### config.mk
export PLATFORM = sky130hd
export DESIGN_NAME = file_content_type_sniffer_flat
export DESIGN_NICKNAME = d
export VERILOG_FILES = /design/src/hw/rtl/fcs_pkg.sv /design/src/hw/rtl/fcs_if.sv /design/src/hw/rtl/fcs_cfg.sv /design/src/hw/rtl/fcs_scan.sv /design/src/hw/rtl/file_content_type_sniffer.sv /design/src/flat_wrapper.sv
export SDC_FILE = /design/constraint.sdc
export NUM_CORES = 1
export LEC_CHECK = 0
export BUFFER_PORTS_ARGS = -buffer_cell sky130_fd_sc_hd__buf_2
export CAP_MARGIN = 25
export CORE_MARGIN = 5
export CORE_UTILIZATION = 65
export CTS_CLUSTER_SIZE = 40
export DETAILED_ROUTE_END_ITERATION = 8
export GPL_ROUTABILITY_DRIVEN = 0
export HOLD_SLACK_MARGIN = 0.12
export PLACE_DENSITY_LB_ADDON = 0.25
export SLEW_MARGIN = 30
export SYNTH_ARGS = -nofsm -noshare
export SYNTH_HDL_FRONTEND = slang
export SYNTH_SLANG_ARGS = --single-unit
### constraint.sdc
create_clock -name clk -period 12.2 [get_ports clk]
set_input_delay 0.61 -clock clk [delete_from_list [all_inputs] [get_ports clk]]
set_output_delay 0.61 -clock clk [all_outputs]
set_load 0.02 [all_outputs]
### src/hw/rtl/fcs_pkg.sv
// Shared types, constants and byte classification for the content type sniffer.
`default_nettype none
package fcs_pkg;

  localparam int MAX_BYTES = 1024;
  localparam int CNT_W     = $clog2(MAX_BYTES + 1);
  localparam int HDR_BYTES = 8;
  localparam int FIELD_W   = 11;
  localparam int SIZE_W    = 31;
  localparam int CFG_AW    = 3;
  localparam int CFG_DW    = 32;

  localparam logic [31:0] ID_FORM = 32'h464F_524D;
  localparam logic [31:0] ID_CAT  = 32'h4341_5420;
  localparam logic [31:0] ID_LIST = 32'h4C49_5354;
  localparam logic [31:0] RECIP3  = 32'hAAAA_AAAB;

  typedef enum logic [1:0] {
    KIND_BINARY = 2'd0,
    KIND_TEXT   = 2'd1,
    KIND_IFF    = 2'd2
  } kind_t;

  typedef enum logic [1:0] {
    CLS_OTHER,
    CLS_TEXT,
    CLS_BIN
  } byte_class_t;

  typedef enum logic [0:0] {
    REG_FILE_SIZE = 1'b0,
    REG_CLIPBOARD = 1'b1
  } reg_idx_t;

  typedef struct packed {
    logic        clipboard_iff;
    logic [31:0] win_lo;
    logic [31:0] win_hi;
  } cfg_t;

  typedef struct packed {
    kind_t                file_kind;
    logic [FIELD_W-1:0]   text_count;
    logic [FIELD_W-1:0]   buffer_length;
  } res_t;

  function automatic byte_class_t classify(logic [7:0] b);
    byte_class_t c;
    case (b) inside
      [8'd32:8'd127], [8'd7:8'd13], 8'd17, 8'd19, 8'd27: c = CLS_TEXT;
      8'd155, [8'd160:8'd255]:                           c = CLS_OTHER;
      default:                                           c = CLS_BIN;
    endcase
    return c;
  endfunction

  function automatic logic [FIELD_W-1:0] to_field(logic [CNT_W-1:0] v);
    logic [CNT_W+FIELD_W-1:0] w;
    w = '0;
    w[CNT_W-1:0] = v;
    return w[FIELD_W-1:0];
  endfunction

endpackage
`default_nettype wire

### src/hw/rtl/fcs_if.sv
// Valid/ready channel interfaces for input bytes and verdicts.
`default_nettype none
interface fcs_in_if;
  logic       valid;
  logic       ready;
  logic [7:0] data_byte;
  logic       last_byte;

  modport source(output valid, output data_byte, output last_byte, input ready);
  modport sink(input valid, input data_byte, input last_byte, output ready);
endinterface

interface fcs_out_if;
  logic        valid;
  logic        ready;
  logic [1:0]  file_kind;
  logic [10:0] text_count;
  logic [10:0] buffer_length;

  modport source(output valid, output file_kind, output text_count,
                 output buffer_length, input ready);
  modport sink(input valid, input file_kind, input text_count,
               input buffer_length, output ready);
endinterface
`default_nettype wire

### src/hw/rtl/fcs_cfg.sv
// APB configuration registers and IFF length window bounds.
`default_nettype none
module fcs_cfg (
  input  wire logic                       clk,
  input  wire logic                       rst_n,
  input  wire logic                       psel,
  input  wire logic                       penable,
  input  wire logic                       pwrite,
  input  wire logic [fcs_pkg::CFG_AW-1:0] paddr,
  input  wire logic [fcs_pkg::CFG_DW-1:0] pwdata,
  output logic      [fcs_pkg::CFG_DW-1:0] prdata,
  output fcs_pkg::cfg_t                   cfg
);
  import fcs_pkg::*;

  logic [SIZE_W-1:0] size_r;
  logic              clip_r;
  logic [31:0]       lo_r, hi_r;
  logic [SIZE_W-1:0] wsize;
  logic [63:0]       prod;
  logic [SIZE_W-1:0] q3;
  logic [31:0]       lo_nxt, hi_nxt;
  logic              wr;
  reg_idx_t          idx;

  assign wr    = psel && penable && pwrite;
  assign idx   = reg_idx_t'(paddr[2]);
  assign wsize = pwdata[SIZE_W-1:0];

  // divide by three through the reciprocal, exact for the 31-bit operand
  assign prod   = {33'd0, wsize} * {32'd0, RECIP3};
  assign q3     = prod[63:33];
  assign hi_nxt = {q3[29:0], 2'b00};
  assign lo_nxt = {3'd0, wsize[SIZE_W-1:2]} + {2'd0, wsize[SIZE_W-1:2], 1'b0};

  always_ff @(posedge clk) begin
    if (!rst_n) begin
      size_r <= '0;
      clip_r <= 1'b0;
      lo_r   <= '0;
      hi_r   <= '0;
    end else if (wr) begin
      unique case (idx)
        REG_FILE_SIZE: begin
          size_r <= wsize;
          lo_r   <= lo_nxt;
          hi_r   <= hi_nxt;
        end
        REG_CLIPBOARD: begin
          clip_r <= pwdata[0];
        end
        default: ;
      endcase
    end
  end

  always_comb begin
    unique case (idx)
      REG_FILE_SIZE: prdata = {1'b0, size_r};
      REG_CLIPBOARD: prdata = {31'd0, clip_r};
      default:       prdata = '0;
    endcase
  end

  assign cfg.clipboard_iff = clip_r;
  assign cfg.win_lo        = lo_r;
  assign cfg.win_hi        = hi_r;

endmodule
`default_nettype wire

### src/hw/rtl/fcs_scan.sv
// Per-byte scan state, header capture and verdict logic.
`default_nettype none
module fcs_scan (
  input  wire logic          clk,
  input  wire logic          rst_n,
  input  wire logic          step,
  input  wire logic [7:0]    data_byte,
  input  wire logic          last_byte,
  input  wire fcs_pkg::cfg_t cfg,
  output fcs_pkg::res_t      res
);
  import fcs_pkg::*;

  logic [63:0]      hdr_r, hdr_nxt, hdr_upd;
  logic [CNT_W-1:0] cnt_r, cnt_nxt, cnt_upd;
  logic [CNT_W-1:0] txt_r, txt_nxt, txt_upd;
  logic             bin_r, bin_nxt, bin_upd;
  logic             take;
  byte_class_t      cls;
  logic [31:0]      next_len;
  logic             window, magic;
  logic [CNT_W+1:0] three_cnt;
  logic [CNT_W-1:0] thresh;
  kind_t            kind;

  assign take = cnt_r < CNT_W'(MAX_BYTES);
  assign cls  = classify(data_byte);

  always_comb begin
    hdr_upd = hdr_r;
    for (int i = 0; i < HDR_BYTES; i++) begin
      if (take && cnt_r == CNT_W'(i)) begin
        hdr_upd[63-8*i -: 8] = hdr_r[63-8*i -: 8] | data_byte;
      end
    end
    cnt_upd = take ? cnt_r + CNT_W'(1) : cnt_r;
    txt_upd = txt_r;
    bin_upd = bin_r;
    if (take && !bin_r) begin
      case (cls)
        CLS_TEXT: txt_upd = txt_r + CNT_W'(1);
        CLS_BIN: begin
          txt_upd = '0;
          bin_upd = 1'b1;
        end
        default: ;
      endcase
    end
  end

  assign next_len  = hdr_upd[31:0] + 32'd8;
  assign window    = (next_len >= cfg.win_lo) && (next_len <= cfg.win_hi);
  assign magic     = (hdr_upd[63:32] == ID_FORM) || (hdr_upd[63:32] == ID_CAT) ||
                     (hdr_upd[63:32] == ID_LIST);
  assign three_cnt = {2'b00, cnt_upd} + {1'b0, cnt_upd, 1'b0};
  assign thresh    = three_cnt[CNT_W+1:2];

  always_comb begin
    if (cfg.clipboard_iff || (window && magic)) begin
      kind = KIND_IFF;
    end else if (txt_upd > thresh) begin
      kind = KIND_TEXT;
    end else begin
      kind = KIND_BINARY;
    end
  end

  assign res.file_kind     = kind;
  assign res.text_count    = to_field(txt_upd);
  assign res.buffer_length = to_field(cnt_upd);

  always_comb begin
    hdr_nxt = hdr_r;
    cnt_nxt = cnt_r;
    txt_nxt = txt_r;
    bin_nxt = bin_r;
    if (step) begin
      if (last_byte) begin
        hdr_nxt = '0;
        cnt_nxt = '0;
        txt_nxt = '0;
        bin_nxt = 1'b0;
      end else begin
        hdr_nxt = hdr_upd;
        cnt_nxt = cnt_upd;
        txt_nxt = txt_upd;
        bin_nxt = bin_upd;
      end
    end
  end

  always_ff @(posedge clk) begin
    if (!rst_n) begin
      hdr_r <= '0;
      cnt_r <= '0;
      txt_r <= '0;
      bin_r <= 1'b0;
    end else begin
      hdr_r <= hdr_nxt;
      cnt_r <= cnt_nxt;
      txt_r <= txt_nxt;
      bin_r <= bin_nxt;
    end
  end

  a_clear_after_verdict: assert property (@(posedge clk) disable iff (!rst_n)
    step && last_byte |=> cnt_r == '0 && txt_r == '0 && !bin_r)
    else $error("scan state not cleared after verdict");

  a_text_bounded: assert property (@(posedge clk) disable iff (!rst_n)
    txt_r <= cnt_r)
    else $error("text count exceeds byte count");

  a_binary_zeroes: assert property (@(posedge clk) disable iff (!rst_n)
    bin_r |-> txt_r == '0)
    else $error("text count nonzero after binary byte");

  a_count_bound: assert property (@(posedge clk) disable iff (!rst_n)
    cnt_r <= CNT_W'(MAX_BYTES))
    else $error("byte count past bound");

endmodule
`default_nettype wire

### src/hw/rtl/file_content_type_sniffer.sv
// Top level of the content type sniffer: channel registers and submodules.
//
//   port      dir   what one transfer carries
//   in_ch     sink  data_byte, last_byte: one file byte
//   out_ch    src   file_kind, text_count, buffer_length: one verdict
//   cfg_*     APB   file_size at 0x0, clipboard_iff at 0x4
//
// One byte per cycle unless a stalled out_ch holds a last byte; a verdict
// is registered before out_ch. Input register, scan logic, result register.
// A stalled out_ch holds only bytes marked last; other bytes keep flowing.
// Synchronous active-low reset clears the scan state, config and valid flags.
`default_nettype none
module file_content_type_sniffer (
  input  wire logic                       clk,
  input  wire logic                       rst_n,
  fcs_in_if.sink                          in_ch,
  fcs_out_if.source                       out_ch,
  input  wire logic                       cfg_psel,
  input  wire logic                       cfg_penable,
  input  wire logic                       cfg_pwrite,
  input  wire logic [fcs_pkg::CFG_AW-1:0] cfg_paddr,
  input  wire logic [fcs_pkg::CFG_DW-1:0] cfg_pwdata,
  output logic      [fcs_pkg::CFG_DW-1:0] cfg_prdata,
  output logic                            cfg_pready
);
  import fcs_pkg::*;

  cfg_t       cfg;
  res_t       res;
  logic       a_valid_r, a_valid_nxt;
  logic [7:0] a_byte_r;
  logic       a_last_r;
  logic       a_go;
  logic       out_valid_r, out_valid_nxt;
  res_t       out_res_r;

  assign cfg_pready = 1'b1;

  fcs_cfg u_cfg (
    .clk     (clk),
    .rst_n   (rst_n),
    .psel    (cfg_psel),
    .penable (cfg_penable),
    .pwrite  (cfg_pwrite),
    .paddr   (cfg_paddr),
    .pwdata  (cfg_pwdata),
    .prdata  (cfg_prdata),
    .cfg     (cfg)
  );

  fcs_scan u_scan (
    .clk       (clk),
    .rst_n     (rst_n),
    .step      (a_go),
    .data_byte (a_byte_r),
    .last_byte (a_last_r),
    .cfg       (cfg),
    .res       (res)
  );

  assign a_go        = a_valid_r && (!a_last_r || !out_valid_r || out_ch.ready);
  assign in_ch.ready = !a_valid_r || a_go;
  assign a_valid_nxt = in_ch.valid ? 1'b1 : (a_valid_r && !a_go);

  always_comb begin
    if (a_go && a_last_r) begin
      out_valid_nxt = 1'b1;
    end else if (out_ch.ready) begin
      out_valid_nxt = 1'b0;
    end else begin
      out_valid_nxt = out_valid_r;
    end
  end

  always_ff @(posedge clk) begin
    if (!rst_n) begin
      a_valid_r   <= 1'b0;
      out_valid_r <= 1'b0;
    end else begin
      a_valid_r   <= in_ch.ready ? a_valid_nxt : a_valid_r;
      out_valid_r <= out_valid_nxt;
    end
  end

  always_ff @(posedge clk) begin
    if (in_ch.valid && in_ch.ready) begin
      a_byte_r <= in_ch.data_byte;
      a_last_r <= in_ch.last_byte;
    end
    if (a_go && a_last_r) begin
      out_res_r <= res;
    end
  end

  assign out_ch.valid         = out_valid_r;
  assign out_ch.file_kind     = out_res_r.file_kind;
  assign out_ch.text_count    = out_res_r.text_count;
  assign out_ch.buffer_length = out_res_r.buffer_length;

endmodule
`default_nettype wire
### src/flat_wrapper.sv
// flat-port wrapper written by rule: the top's interface ports become plain ports
module file_content_type_sniffer_flat import fcs_pkg::*;
  (clk, rst_n, cfg_psel, cfg_penable, cfg_pwrite, cfg_paddr, cfg_pwdata, cfg_prdata, cfg_pready, in_ch_valid, in_ch_data_byte, in_ch_last_byte, in_ch_ready, out_ch_valid, out_ch_file_kind, out_ch_text_count, out_ch_buffer_length, out_ch_ready);
  fcs_in_if in_ch_i ();
  fcs_out_if out_ch_i ();
  input  wire logic clk;
  input  wire logic rst_n;
  input  wire logic cfg_psel;
  input  wire logic cfg_penable;
  input  wire logic cfg_pwrite;
  input  wire logic [fcs_pkg::CFG_AW-1:0] cfg_paddr;
  input  wire logic [fcs_pkg::CFG_DW-1:0] cfg_pwdata;
  output logic      [fcs_pkg::CFG_DW-1:0] cfg_prdata;
  output logic cfg_pready;
  input wire logic [$bits(in_ch_i.valid)-1:0] in_ch_valid;
  input wire logic [$bits(in_ch_i.data_byte)-1:0] in_ch_data_byte;
  input wire logic [$bits(in_ch_i.last_byte)-1:0] in_ch_last_byte;
  output wire logic [$bits(in_ch_i.ready)-1:0] in_ch_ready;
  output wire logic [$bits(out_ch_i.valid)-1:0] out_ch_valid;
  output wire logic [$bits(out_ch_i.file_kind)-1:0] out_ch_file_kind;
  output wire logic [$bits(out_ch_i.text_count)-1:0] out_ch_text_count;
  output wire logic [$bits(out_ch_i.buffer_length)-1:0] out_ch_buffer_length;
  input wire logic [$bits(out_ch_i.ready)-1:0] out_ch_ready;
  assign in_ch_i.valid = in_ch_valid;
  assign in_ch_i.data_byte = in_ch_data_byte;
  assign in_ch_i.last_byte = in_ch_last_byte;
  assign in_ch_ready = in_ch_i.ready;
  assign out_ch_valid = out_ch_i.valid;
  assign out_ch_file_kind = out_ch_i.file_kind;
  assign out_ch_text_count = out_ch_i.text_count;
  assign out_ch_buffer_length = out_ch_i.buffer_length;
  assign out_ch_i.ready = out_ch_ready;
  file_content_type_sniffer u_core (.clk(clk), .rst_n(rst_n), .in_ch(in_ch_i), .out_ch(out_ch_i), .cfg_psel(cfg_psel), .cfg_penable(cfg_penable), .cfg_pwrite(cfg_pwrite), .cfg_paddr(cfg_paddr), .cfg_pwdata(cfg_pwdata), .cfg_prdata(cfg_prdata), .cfg_pready(cfg_pready));
endmodule
Yosys cells after proc, flatten, opt, wreduce, memory -nomap -nowiden --
Index checks and enable logic that the tools add are counted.
Word-level totals: input bits 51, logic and storage cells 120, bits in registers 216
Operators by class: $add $sub $neg 5, eq/ne operators 16, muxes and demuxes 24, reductions and logical operators 40, order comparisons 10, bitwise operators 9, multipliers 1
Operators by type and width (count):
- $eq A32 B31 Y1 const B | 3
- $mux W64 | 1
- $mux W8 | 8
- $or A8 B8 Y8 | 8
- $pmux W32 S2 | 1
- $mul A31 B32 Y63 const B | 1
- $eq A11 B3 Y1 const B | 4
- $mux W11 | 4
- $add A32 B4 Y32 const B | 1
- $ge A32 B32 Y1 | 1
- $le A32 B32 Y1 | 1
- $add A29 B30 Y31 | 1
- $eq A8 B5 Y1 const B | 3
- $add A11 B1 Y11 const B | 2
- $eq A11 B2 Y1 const B | 2
- $pmux W11 S2 | 1
- $logic_and A1 B1 Y1 | 20
- $add A11 B12 Y13 | 1
- $eq A11 B1 Y1 const B | 1
- $gt A11 B11 Y1 | 1
- $logic_not A11 Y1 | 1
- $lt A11 B11 Y1 const B | 1
- $eq A8 B8 Y1 const B | 1
- $ge A8 B3 Y1 const B | 1
- other kinds (17) | 36

Longest topological paths before layout --
depth in word-level cells 10, depth in mapped cells 26, mapped depth without buffers 26

Cells and area by module --
From an unflattened synthesis, not the netlist that was laid out.
Second synthesis, totals: cells, all modules 2758, area total of the unflattened synthesis 24628.6 sq um
By module, submodules not included:
- fcs_cfg | instances 1, cells each 1708, area each 15916.5 sq um
- fcs_scan | instances 1, cells each 1003, area each 7592.3 sq um
- file_content_type_sniffer | instances 1, cells each 47, area each 1119.8 sq um

Least setup slack after synthesis --
Ideal clock, no wire load.
path kind input-to-reg, start in cfg_pwdata[25] (netlist name), end reg u_core.u_cfg.hi_r[26], buffers on the path 0, library setup time 0.128 ns, stages 22, path slack 4.514 ns, data arrival time 7.557 ns, required time 12.072 ns, cell sequence ha_1 inv_1 fa_1 inv_1 fa_1 fa_1 ha_1 xor2_1 fa_1 fa_1 fa_1 ha_1 a2111oi_0 o21ai_0 o22ai_1 o2bb2ai_1 a2111oi_0 nand3_1 a221o_1 a31oi_1 xor2_1 o21ai_0
On the way: cells in the longest elaborated chain, start to end 1
RTL lines:
- start, declared | RTL line flat_wrapper.sv:12 | input wire logic [fcs_pkg::CFG_DW-1:0] cfg_pwdata;
- $mul A31 B32 Y63 | RTL line fcs_cfg.sv:31 | assign prod = {33'd0, wsize} * {32'd0, RECIP3};
- end signal, assigned | RTL line fcs_cfg.sv:47 | hi_r <= hi_nxt;
- end, declared | RTL line fcs_cfg.sv:18 | logic [31:0] lo_r, hi_r;
No other way between the ends. A chain may end at the register's enable or synchronous reset.

Final worst setup path --
start in cfg_pwdata[27] (netlist name), end reg u_core.u_cfg.hi_r[29]
The elaborated chain is that of the path after synthesis.

==> run metrics <==
status=finished, final reports clean; # hold bufs at CTS=0; Worst path depth=23; CTS clk-pin slew, worst paths=approximately 0.06 ns; Die ar.=40480 um^2; final worst slack=about 4.0 ns; asr flop ratio synth=0; mean post-synth cell area=just under 9 um^2; Die H=slightly above 200 um; CTS sink cnt=about 210; Place WS=around 3.6 ns; reg2reg end=u_core.out_ch.file_kind[0]; Die W=approximately 200 um; clock insertion delay at the later pin of the skew report=about 0.53 ns; R2R Setup Slk=about 6.2 ns; Pins Over Slew Limit=0; Worst setup startpoint=cfg_pwdata[27]; sequential area share after synthesis=0.1942; number of routed nets with antenna violations=0; Vias/cell=6.053; RSZ-0062 raised after global routing=false; first-pass GRT wire length=roughly 100 mm; post-synthesis cell count=2684; Core Region=roughly 36000 um^2; CP most frequent cell=fa_1; ys flop type=dfxtp_1; cts bufs inserted=24; TritonCTS clock tree=built; IO Pins=110; Rel. slew slack=0.4133; Hold Crit Class=in2reg; Syn Nets=approximately 3400; CTS-repair resized insts=0; WS Path Type=in2reg; Post-Syn Area=roughly 24000 um^2; final setup TNS=0 ns; buffer levels on the longest clock path=3; Final setup viols=0; PortBufs=~100; CP Cell Sequence=buf_2, ha_1, inv_1, fa_1, inv_1, fa_1, fa_1, inv_1, fa_1, inv_1, fa_1, fa_1, ha_1, ha_1, nand2_1, o21ai_0, o2111ai_1, a21o_1, and4b_1, o311ai_0, a21oi_1, xor2_1, o21ai_0; Unique masters post-synth=80; startpoint class of the critical path=input pin; 1st-iter DRT viols=1260; fmax=approximately 120 MHz; Worst path top cell family by delay=adder cells; DR WL/cell=roughly 19 um; Final Hold Violating Endpoints=0; Reg-to-Reg Start=u_core.u_scan.cnt_r[6]; CP Capture Type=flop; fillers=~2800; Core Rows=70; crit-path max cell delay=roughly 0.86 ns; post-DP HPWL=just under 50 mm; Setup crit end=u_core.u_cfg.hi_r[29]; CP max FO=6; Post-CTS Setup Inserts=0; share of layout cells above drive strength 1=0.07161; ranking of synthesized cells by area=ha_1 21%, fa_1 20%, dfxtp_1 15%; largest net degree at the start of global routing=92; Yosys reg bits=between 200 and 250; worst-case reg-to-reg path depth=17; CTS Root Cell=clkbuf_16; worst slew pin tran=0.8759 ns; area share of the largest cell type after synthesis=0.2080; clock skew=0.008717 ns; Initial DRT Pass Iterations=6; initial antenna violation count=2; Tcrit/Tclk final=0.6684; buffer and inverter count on the worst path=5; global-route total usage across every layer=0.2946; Max Cap Violations=0; area growth from synthesis to layout=7.530%; Crit-path slowest cell=fa_1; Tmin final=8.155 ns; number of synthesized flops with an enable pin=33; Initial Util=0.6537; CTS H-tree lvls=1; largest area contributor in the netlist=ha_1; Final #Nets=roughly 3400; synth warn=0; vias in the first global route=around 20000; Remaining DRCs=0; Worst Path Arrival=~8.6 ns; via count=roughly 20000; Crit path required time=12.64 ns; grt ovf=0; WL final=~60 mm
==> cell usage after synthesis, types with 4 or more instances <==
| master | number |
|---|---|
| a2111oi_0 | 5 |
| a211oi_1 | 19 |
| a21boi_0 | 4 |
| a21o_1 | 69 |
| a21oi_1 | 234 |
| a221o_1 | 4 |
| a22oi_1 | 12 |
| a31oi_1 | 54 |
| and2_1 | 7 |
| and3_1 | 16 |
| buf_1 | 8 |
| clkbuf_1 | 73 |
| dfxtp_1 | 181 |
| edfxtp_1 | 33 |
| fa_1 | 233 |
| ha_1 | 395 |
| inv_1 | 395 |
| nand2_1 | 239 |
| nand2b_1 | 11 |
| nand3_1 | 37 |
| nand3b_1 | 5 |
| nand4_1 | 33 |
| nand4b_1 | 4 |
| nor2_1 | 171 |
| nor2b_1 | 42 |
| nor3_1 | 34 |
| nor3b_1 | 6 |
| nor4_1 | 21 |
| o2111ai_1 | 4 |
| o211ai_1 | 8 |
| o21a_1 | 16 |
| o21ai_0 | 97 |
| o21bai_1 | 7 |
| o22ai_1 | 6 |
| or2_2 | 8 |
| or3_1 | 10 |
| or4_1 | 7 |
| xnor2_1 | 55 |
| xor2_1 | 51 |
==> flip-flops by register name, indices dropped and copies added (netlist names) <==
register,flops
u_core.u_scan.cnt_r,11
u_core.u_cfg.size_r,31
u_core.u_scan.txt_r,11
u_core.out_ch.valid,1
u_core.u_cfg.clip_r,1
u_core.out_ch.buffer_length,11
u_core.a_last_r,1
u_core.a_valid_r,1
u_core.out_ch.file_kind,2
u_core.u_cfg.hi_r,30
u_core.out_ch.text_count,11
u_core.u_scan.bin_r,1
u_core.a_byte_r,8
u_core.u_cfg.lo_r,30
u_core.u_scan.hdr_r,64
==> worst min path at each step <==
stage | cells past startpoint | end | startpoint | slack [ns]
3_3_place_gp | 2 | u_core.u_cfg.size_r[6] | u_core.u_cfg.size_r[6] | 0.44
2_1_floorplan | 2 | u_core.u_cfg.hi_r[12] | u_core.u_cfg.hi_r[12] | 0.43
3_5_place_dp | 2 | u_core.u_cfg.lo_r[10] | u_core.u_cfg.lo_r[10] | 0.44
6_report | 1 | u_core.a_byte_r[0] | in_ch_data_byte[0] | 0.26
5_1_grt | 1 | u_core.a_byte_r[1] | in_ch_data_byte[1] | 0.25
4_1_cts | 1 | u_core.a_byte_r[1] | in_ch_data_byte[1] | 0.25
==> metal layers <==
layer,wire (um),share of wire,track usage,vias up
met4,2621,0.044,0.1174,0
met5,0,0,0,-
met3,3740,0.062,0.03546,167
met1,24280,0.40,0.3730,9424
li1,-,-,-,9256
met2,29470,0.49,0.5160,736
==> per-stage QoR <==
step	util	hold slack, ns	cells	cell area, um^2
after floorplan	-	0.4250	2684	23760
after global placement	0.6800	0.4375	3189	24720
after detailed placement	0.6800	0.4428	3189	24720
after CTS	0.7024	0.2457	3232	25530
after global routing	0.7028	0.2479	3233	25540
final	0.7029	0.2591	3235	25550
==> cell usage in the layout, fill, tap and decap left out, drive strengths merged, types with 69 or more instances in the layout <==
cell | Yosys | layout
nor2 | 172 | 172
a21o | 69 | 69
inv | 395 | 396
fa | 233 | 233
dfxtp | 181 | 181
ha | 395 | 395
buf | 13 | 124
nand2 | 239 | 239
o21ai | 97 | 97
a21oi | 234 | 234
==> layout make-up <==
type,instances,area (um^2),area share
antenna,2,5.005,0.0001959
clock inverter,9,83.83,0.003281
sequential,214,4614,0.1806
inverter,395,1483,0.05803
timing repair buffer,124,674.4,0.02640
multi-input combinational,1989,17370,0.6800
clock buffer,34,730.7,0.02860
tap,468,585.6,0.02292
==> logic make-up after synthesis <==
group | after synthesis | synth area share
buffers and inverters | 481 | 0.07646
xor gates and xnor gates | 107 | 0.03976
AOI/OAI and AO/OA | 577 | 0.1480
adders and majority gates | 628 | 0.4043
other | 2 | 0.0003161
DFF | 214 | 0.1942
muxes | 3 | 0.001369
and+or+nand+nor | 672 | 0.1356
Power is not shown: default switching activity piles up to over one toggle a cycle in this logic, so the estimate is an artifact.
